`src/rtl/core/pln_pkg.sv`:
```
package pln_pkg;

   // Widths fixed by the register and field definitions.
   localparam int CSR_IDX_W  = 4;
   localparam int CSR_DATA_W = 16;

   localparam logic [CSR_IDX_W-1:0] CSR_WHITE_LEVEL = CSR_IDX_W'(0);
   localparam logic [CSR_IDX_W-1:0] CSR_SCATTER_PCT = CSR_IDX_W'(1);

   // Fractional bits of the base-2 logarithm, one squaring per bit.
   localparam int LOG_STEPS = 30;
   // Configuration engine: a setup step, LOG_STEPS squaring steps, then a finishing step.
   localparam int CFG_DONE  = LOG_STEPS + 1;
   localparam int CFG_CNT_W = $clog2(CFG_DONE + 1);

   localparam logic [25:0] LN2_Q26      = 26'd46516320;
   localparam logic [35:0] LOG2_1E5_Q30 = 36'd17834465659;
   localparam logic [23:0] OFFSET_MAX   = 24'hFF_FFFF;
   localparam logic [31:0] PCT_ROUND    = 32'd50;
   // Division by 100 as a multiply by 2^37 / 100 rounded up, exact for any
   // 32-bit numerator.
   localparam logic [31:0] PCT_RECIP    = 32'h51EB_851F;
   localparam int          PCT_SHIFT    = 37;

   typedef struct packed {
      logic [15:0] pixel;
      logic        last;
   } req_type;

   typedef struct packed {
      logic signed [15:0] attenuation;
      logic               over_white;
      logic               floored;
      logic               last_out;
   } rsp_type;

   // Values the configuration engine derives once per register write.
   typedef struct packed {
      logic        busy;
      logic [15:0] white;
      logic [23:0] offset;
      logic [33:0] log2w;
      logic [35:0] dfloor;
   } cfg_type;

   // One fraction bit of log2: square the Q1.31 mantissa and renormalize.
   // Returns the new bit on top of the next mantissa.
   function automatic logic [32:0] sq_step(input logic [31:0] m);
      logic [63:0] p;
      p = 64'(m) * 64'(m);
      if (p[63]) begin
         sq_step = {1'b1, p[63:32]};
      end else begin
         sq_step = {1'b0, p[62:31]};
      end
   endfunction

   // Top set bit index and the value shifted so that bit sits at position 31.
   function automatic logic [36:0] normalize(input logic [23:0] x);
      logic [4:0] e;
      e = 5'd0;
      for (int i = 0; i < 24; i++) begin
         if (x[i]) begin
            e = 5'(i);
         end
      end
      normalize = {e, 32'(x) << (5'd31 - e)};
   endfunction

endpackage

```
`src/rtl/core/pln_cfg.sv`:
```
module pln_cfg import pln_pkg::*; (
   input  logic                  clock,
   input  logic                  reset,
   input  logic                  csr_valid,
   output logic                  csr_ready,
   input  logic [CSR_IDX_W-1:0]  csr_index,
   input  logic [CSR_DATA_W-1:0] csr_wdata,
   output cfg_type               cfg_out
);

   logic [15:0]          white_ff, white_in;
   logic [14:0]          scat_ff, scat_in;
   logic                 busy_ff, busy_in;
   logic [CFG_CNT_W-1:0] cnt_ff, cnt_in;
   logic [31:0]          m_ff, m_in;
   logic [3:0]           e_ff, e_in;
   logic [LOG_STEPS-1:0] frac_ff, frac_in;
   logic [31:0]          num_ff, num_in;
   logic [23:0]          offset_ff, offset_in;
   logic [33:0]          log2w_ff, log2w_in;
   logic [35:0]          dfloor_ff, dfloor_in;

   logic [15:0] w_eff;
   logic [36:0] norm;
   logic [32:0] sq;
   logic [63:0] pct_prod;
   logic [26:0] pct_quo;
   logic        wr;

   assign csr_ready = !busy_ff;
   assign wr        = csr_valid && csr_ready;
   // A white level of zero normalizes as if it were one.
   assign w_eff     = (white_ff == 16'd0) ? 16'd1 : white_ff;
   assign norm      = normalize(24'(w_eff));
   assign sq        = sq_step(m_ff);
   // Rounded scatter offset: (white * scatter + 50) / 100 by reciprocal multiply.
   assign pct_prod  = 64'(num_ff) * 64'(PCT_RECIP);
   assign pct_quo   = pct_prod[63:PCT_SHIFT];

   always_comb begin
      white_in  = white_ff;
      scat_in   = scat_ff;
      busy_in   = busy_ff;
      cnt_in    = cnt_ff;
      m_in      = m_ff;
      e_in      = e_ff;
      frac_in   = frac_ff;
      num_in    = num_ff;
      offset_in = offset_ff;
      log2w_in  = log2w_ff;
      dfloor_in = dfloor_ff;
      if (wr) begin
         case (csr_index)
            CSR_WHITE_LEVEL: white_in = csr_wdata;
            CSR_SCATTER_PCT: scat_in  = csr_wdata[14:0];
            default: ;
         endcase
         busy_in = 1'b1;
         cnt_in  = '0;
      end else if (busy_ff) begin
         cnt_in = cnt_ff + CFG_CNT_W'(1);
         if (cnt_ff == '0) begin
            e_in    = norm[35:32];
            m_in    = norm[31:0];
            frac_in = '0;
            num_in  = 32'(w_eff) * 32'(scat_ff) + PCT_ROUND;
         end else if (cnt_ff == CFG_CNT_W'(CFG_DONE)) begin
            offset_in = (pct_quo > 27'(OFFSET_MAX)) ? OFFSET_MAX : pct_quo[23:0];
            log2w_in  = {e_ff, frac_ff};
            dfloor_in = 36'({e_ff, frac_ff}) + LOG2_1E5_Q30;
            busy_in   = 1'b0;
            cnt_in    = '0;
         end else begin
            // One fraction bit of log2 of the white level per cycle.
            m_in    = sq[31:0];
            frac_in = {frac_ff[LOG_STEPS-2:0], sq[32]};
         end
      end
   end

   always_ff @(posedge clock) begin
      if (reset) begin
         white_ff <= 16'hFFFF;
         scat_ff  <= '0;
         busy_ff  <= 1'b1;
         cnt_ff   <= '0;
      end else begin
         white_ff <= white_in;
         scat_ff  <= scat_in;
         busy_ff  <= busy_in;
         cnt_ff   <= cnt_in;
      end
      m_ff      <= m_in;
      e_ff      <= e_in;
      frac_ff   <= frac_in;
      num_ff    <= num_in;
      offset_ff <= offset_in;
      log2w_ff  <= log2w_in;
      dfloor_ff <= dfloor_in;
   end

   assign cfg_out.busy   = busy_ff;
   assign cfg_out.white  = white_ff;
   assign cfg_out.offset = offset_ff;
   assign cfg_out.log2w  = log2w_ff;
   assign cfg_out.dfloor = dfloor_ff;

   a_write_starts: assert property (@(posedge clock) disable iff (reset)
      csr_valid && csr_ready |=> busy_ff)
      else $error("register write did not start the derivation");

   a_done_ends: assert property (@(posedge clock) disable iff (reset)
      busy_ff && (cnt_ff == CFG_CNT_W'(CFG_DONE)) |=> !busy_ff)
      else $error("configuration engine overran its last step");

   a_hold_idle: assert property (@(posedge clock) disable iff (reset)
      !busy_ff && !(csr_valid && csr_ready) |=> $stable(dfloor_ff) && $stable(offset_ff))
      else $error("derived values changed while idle");

endmodule

```
`config.mk`:
```
export PLATFORM = sky130hd
export DESIGN_NAME = pln_cfg
export DESIGN_NICKNAME = d
export VERILOG_FILES = /design/src/rtl/core/pln_pkg.sv /design/src/rtl/core/pln_cfg.sv
export SDC_FILE = /design/constraint.sdc
export NUM_CORES = 2
export LEC_CHECK = 0
export BUFFER_PORTS_ARGS = -buffer_cell sky130_fd_sc_hd__buf_2
export CORE_ASPECT_RATIO = 1.2
export CORE_MARGIN = 8
export CORE_UTILIZATION = 45
export CTS_CLUSTER_SIZE = 16
export DETAILED_ROUTE_END_ITERATION = 16
export PLACE_DENSITY_LB_ADDON = 0.15
export RECOVER_POWER = 50
export SYNTH_ARGS = -nofsm -noshare
export SYNTH_HDL_FRONTEND = slang
export SYNTH_SLANG_ARGS = --single-unit
```
`constraint.sdc`:
```
create_clock -name clock -period 11.13 [get_ports clock]
set_input_delay 0.5565 -clock clock [delete_from_list [all_inputs] [get_ports clock]]
set_output_delay 0.5565 -clock clock [all_outputs]
set_load 0.02 [all_outputs]
```
* Word-level counts from Yosys, hierarchy flattened
Cells that the tools add are included. W data, S select, Z words.
Storage, ports and cells: register bits 229, input port bits 23, output and inout bits 112, logic and storage cells 61
Cells by class: add/subtract/negate cells 4, multiply operators 3, magnitude comparators 1, equal/unequal tests 3, shift-type cells 1, muxes and demuxes 25, bitwise gates (word level) 2, reductions and logical operators 11
Operator list (count):
- $mux W5 | 16
- $mul A32 B32 Y64 | 1
- $mux W32 | 2
- $mul A32 B31 Y63 const B | 1
- $add A34 B35 Y36 const B | 1
- $mux W33 | 1
- $add A31 B6 Y32 const B | 1
- $shl A16 B5 Y32 | 1
- $mul A16 B15 Y31 | 1
- $mux W30 | 1
- $gt A26 B24 Y1 const B | 1
- $logic_not A16 Y1 | 1
- $mux W16 | 1
- $reduce_and A3 Y1 | 2
- $add A5 B1 Y5 const B | 1
- $eq A5 B5 Y1 const B | 1
- $logic_not A5 Y1 | 1
- $sub A5 B5 Y5 const A | 1
- $eq A4 B1 Y1 const B | 1
- $logic_not A4 Y1 | 1
- $mux W1 | 4
- $reduce_and A2 Y1 | 2
- $reduce_and A4 Y1 | 1
- $ne A2 B2 Y1 const B | 1
- other kinds (4) | 5

* Longest topological paths before layout
depth after elaboration 20, depth in mapped cells 33, mapped depth without buffers 29

* Worst setup path after synthesis
No wires, ideal clock.
path type register to register, start register m_ff[13], end register m_ff[19] (data pin), library setup time 0.284 ns, arrival time 7.518 ns, required time 10.846 ns, slack 3.327 ns, stages on the path, launching flop included 32, path buffers 5, period minus slack after synthesis 7.803 ns, path through edfxtp_1 > clkbuf_1 > clkbuf_1 > nand2_1 > fa_1 > inv_1 > fa_1 > fa_1 > inv_1 > fa_1 > inv_1 > fa_1 > fa_1 > fa_1 > inv_1 > fa_1 > inv_1 > ha_1 > clkbuf_1 > and4_1 > o211ai_1 > nand3b_1 > nor3_1 > a211o_1 > a21o_1 > nand2_1 > o221ai_2 > xnor2_2 > buf_6 > buf_6 > mux2i_1 > o31ai_1
On the way: word-level cells in the longest chain between the ends 4
RTL lines:
- start: declaration | RTL line pln_cfg.sv:15 | logic [31:0] m_ff, m_in;
- start signal: assignment | RTL line pln_cfg.sv:93 | m_ff <= m_in;
- $mul A32 B32 Y64 | RTL line pln_pkg.sv:50 | p = 64'(m) * 64'(m);
- $mux W33 | RTL line pln_pkg.sv:51 | if (p[63]) begin
- $mux W32 | RTL line pln_cfg.sv:67 | end else if (cnt_ff == CFG_CNT_W'(CFG_DONE)) begin
- $mux W32 | RTL line pln_cfg.sv:62 | if (cnt_ff == '0) begin
No other way between the ends. The select of a mux whose other input is x is not followed. A chain may end at the register's enable or synchronous reset.

* Worst setup path after layout
start register m_ff[8], end register m_ff[10] (data pin)
Same word-level chain as after synthesis.

==> summary.md <==
| Metric | Value |
|---|---|
| Async SR Flop Fraction | `0` |
| Post-synth top flop | `edfxtp_1` |
| Worst r2r dst | `m_ff[10]` |
| IO buf count | `between 100 and 150` |
| Post-layout util | `0.479` |
| Final Hold Viols | `0` |
| Area growth from synthesis to layout | `5.77%` |
| Maximum Capacitance Violations | `5` |
| Final cycle utilization of the critical path | `0.885` |
| Post-route ant nets | `0` |
| Initial Util | `0.453` |
| Crit start category | `flip-flop` |
| CP Capture Point | `m_ff[10]` |
| Top cell type's share of synthesized area | `0.444` |
| CP arrival | `approximately 10 ns` |
| FF-to-FF path depth | `29` |
| Most used cell, CP | `fa_1` |
| Post-Place Cells | `between 8000 and 9000` |
| Post-synth EDFFs | `about 190` |
| Layout Cells excl Fill | `~8200` |
| Ports | `135` |
| Final nets | `8520` |
| Initial DRC Count | `about 2100` |
| # clock sinks | `229` |
| FP Rows | `approximately 150` |
| Flops & latches, synth | `approximately 230` |
| Crit path time final | `between 9 and 10 ns` |
| CP Capture Type | `flip-flop` |
| Core Area | `around 140000 um^2` |
| Gpl congestion | `approximately 0.94` |
| Max FO, Critical Path | `17` |
| Syn nets | `between 8000 and 9000` |
| Ranking of synthesized cells by area | `fa_1 44%, ha_1 16%, inv_1 11%, edfxtp_1 9.3%, nand2_1 3.3%` |
| Die W | `355 um` |
| Worst Clk Skew | `0.0360 ns` |
| Post-CTS Repair Setup Buffers | `0` |
| Synth top cells by count | `1815 x inv_1, 1379 x fa_1, 780 x ha_1` |
| Total GRT Usage | `0.232` |
| Clock latency on the worst-skew pair | `~0.64 ns` |
| Largest net degree at the start of global routing | `73` |
| Routed WL | `171 mm` |
| DRT Pass-1 Iters | `7` |
| # setup viols final | `0` |
| Via density | `5.13` |
| Failing checks | `max-capacitance violations, max-slew violations` |
| First-pass GRT wire length | `around 270 mm` |
| Die Area | `roughly 150000 um^2` |
| Syn Inst Count | `~6300` |
| # fillers | `between 10000 and 15000` |
| RSZ-0062 raised after global routing | `false` |
| Number of global-route vias before repair | `approximately 47000` |
| Seq/Total Area, Yosys | `0.105` |
| Drt wl/cell | `between 20 and 25 um` |
| Initial antenna violation count | `4` |
| CTS buffer count | `29` |
| Fin. max-slew vios | `between 150 and 200` |
| Remaining DRCs | `0` |
| Netlist cell types | `85` |
| Clock tree from TritonCTS | `yes` |
| Worst path slowest cell | `edfxtp_1` |
| Post-CTS Hold Fix Bufs | `0` |
| Critical path's largest stage delay | `0.73 ns` |
| Most frequent cell after synthesis | `inv_1` |
| Crit path launch | `m_ff[8]` |
| Inserted Diodes | `0` |
| Crit Path Class | `reg -> reg` |
| Mapped Area | `around 62000 um^2` |
| Slew @ Worst Pin | `about 4.1 ns` |
| Leading area contributor after synthesis | `fa_1` |
| Worst path required time | `around 11 ns` |
| Status | `complete, but fails checks` |
| Setup TNS | `0 ns` |
| Htree depth | `1` |
| Clock root buffer | `clkbuf_16` |
| DPL Wire Length | `around 140 mm` |
| Resize count post-CTS | `0` |
| Critical R2R Launch | `m_ff[8]` |
| FF-to-FF setup slack | `approximately 1.3 ns` |
| Layout cells sized above 1 | `0.0263` |
| Area occupied by multi-input gates | `48100 um^2` |
| Max Root-Sink Buffers | `3` |
| Avg Cell Area, Syn | `about 9.9 um^2` |
| Synth warn | `0` |
| Vias | `around 42000` |
| Clk pin slew, worst setup/hold paths | `~0.060 ns` |
| Hold WC Path Type | `in -> reg` |
| Max_slew headroom | `-1.74` |
| Total grt overflow | `0` |
| Upper clock frequency limit | `around 100 MHz` |
| Register Area | `between 6000 and 7000 um^2` |
| Die Span Y | `between 400 and 500 um` |
-- cell families (layout without fill, tap and decap cells) --
| family | after synthesis | count (layout) | synth area share |
|---|---|---|---|
| buf+inv | 2001 | 2086 | 0.122 |
| xor+xnor | 131 | 131 | 0.0186 |
| flops | 229 | 229 | 0.105 |
| mux | 63 | 63 | 0.0102 |
| simple gates | 1226 | 1226 | 0.0938 |
| compound gates | 466 | 466 | 0.0497 |
| fa+ha+maj | 2159 | 2159 | 0.601 |
-- stage by stage --
step	worst slack, ns	hold WS, ns	cell area (um^2)
after floorplan	3.33	0.426	62100
after global placement	1.31	0.440	65000
after detailed placement	1.41	0.432	65000
after CTS	1.38	0.105	65900
after global routing	0.906	0.135	65700
final	1.28	0.153	65700
-- layout by cell type (no fill, tap or decap), types with 7 or more instances in the layout --
master,netlist,routed
inv_1,1815,1814
fa_1,1379,1379
ha_1,780,780
nand2_1,541,541
and2_1,301,292
edfxtp_1,192,192
nor2_1,190,189
a21oi_1,147,147
clkbuf_1,162,118
o21ai_0,76,78
xnor2_1,73,73
a21o_1,72,72
mux2i_1,62,62
xor2_1,57,57
buf_4,2,53
dfxtp_1,37,37
buf_2,3,37
nand3_1,34,34
nor2b_1,33,32
clkbuf_16,0,29
and3_1,27,27
nand4_1,24,24
o21bai_1,22,22
a211o_1,22,22
nor3_1,19,19
clkinv_1,9,15
a31oi_1,14,14
o211ai_1,14,14
a211oi_1,12,12
o21a_1,10,10
nand2b_1,10,10
and2_0,0,9
nor4_1,8,8
or2_2,7,7
o31ai_1,7,7
o221ai_1,7,7
and4_1,7,7
a221oi_1,7,7
-- worst max-delay path, delay by kind of cell, from the launching register on --
family | cells | cell delay, ns
AO/OA/AOI/OAI | 8 | 3.08
AND/OR/NAND/NOR | 2 | 0.22
buffers and inverters | 8 | 0.82
adder cells (fa/ha/maj) | 9 | 4.38
multiplexers | 1 | 0.16
XOR/XNOR | 1 | 0.12
flip-flops | 1 | 0.73
-- registers in the layout, summed over array words and instances, names as in the netlist, 4 cells and up --
signal	cells
cnt_ff	5
dfloor_ff	36
e_ff	4
frac_ff	30
log2w_ff	34
m_ff	32
num_ff	32
offset_ff	24
scat_ff	15
white_ff	16
-- final cells by class --
| cell class | count | share of cell area |
|---|---|---|
| Timing Repair Buffer | 208 | 0.0161 |
| Clock inverter | 22 | 0.00327 |
| Sequential cell | 229 | 0.0990 |
| Tap cell | 1812 | 0.0345 |
| Multi-Input combinational cell | 4045 | 0.732 |
| Inverter | 1825 | 0.104 |
| Clock buffer | 31 | 0.0112 |
-- layer usage --
metal	vias to the layer above	share of wire	global-route usage
met5	-	0	0
met4	0	0.042	0.0784
met3	278	0.059	0.0394
met2	1039	0.50	0.406
met1	21600	0.40	0.291
li1	19000	-	-
-- worst min-delay path by stage --
stage	slack [ns]	endpoint	start	depth (start not counted)
floorplan	0.43	log2w_ff[14]	frac_ff[14]	0
global placement	0.44	log2w_ff[14]	frac_ff[14]	0
detailed placement	0.43	log2w_ff[14]	frac_ff[14]	0
CTS	0.11	white_ff[15]	csr_wdata[15]	2
global route	0.14	white_ff[15]	csr_wdata[15]	2
finish	0.15	white_ff[15]	csr_wdata[15]	2
Power is not shown: default switching activity piles up to over one toggle a cycle in this logic, so the estimate is an artifact.
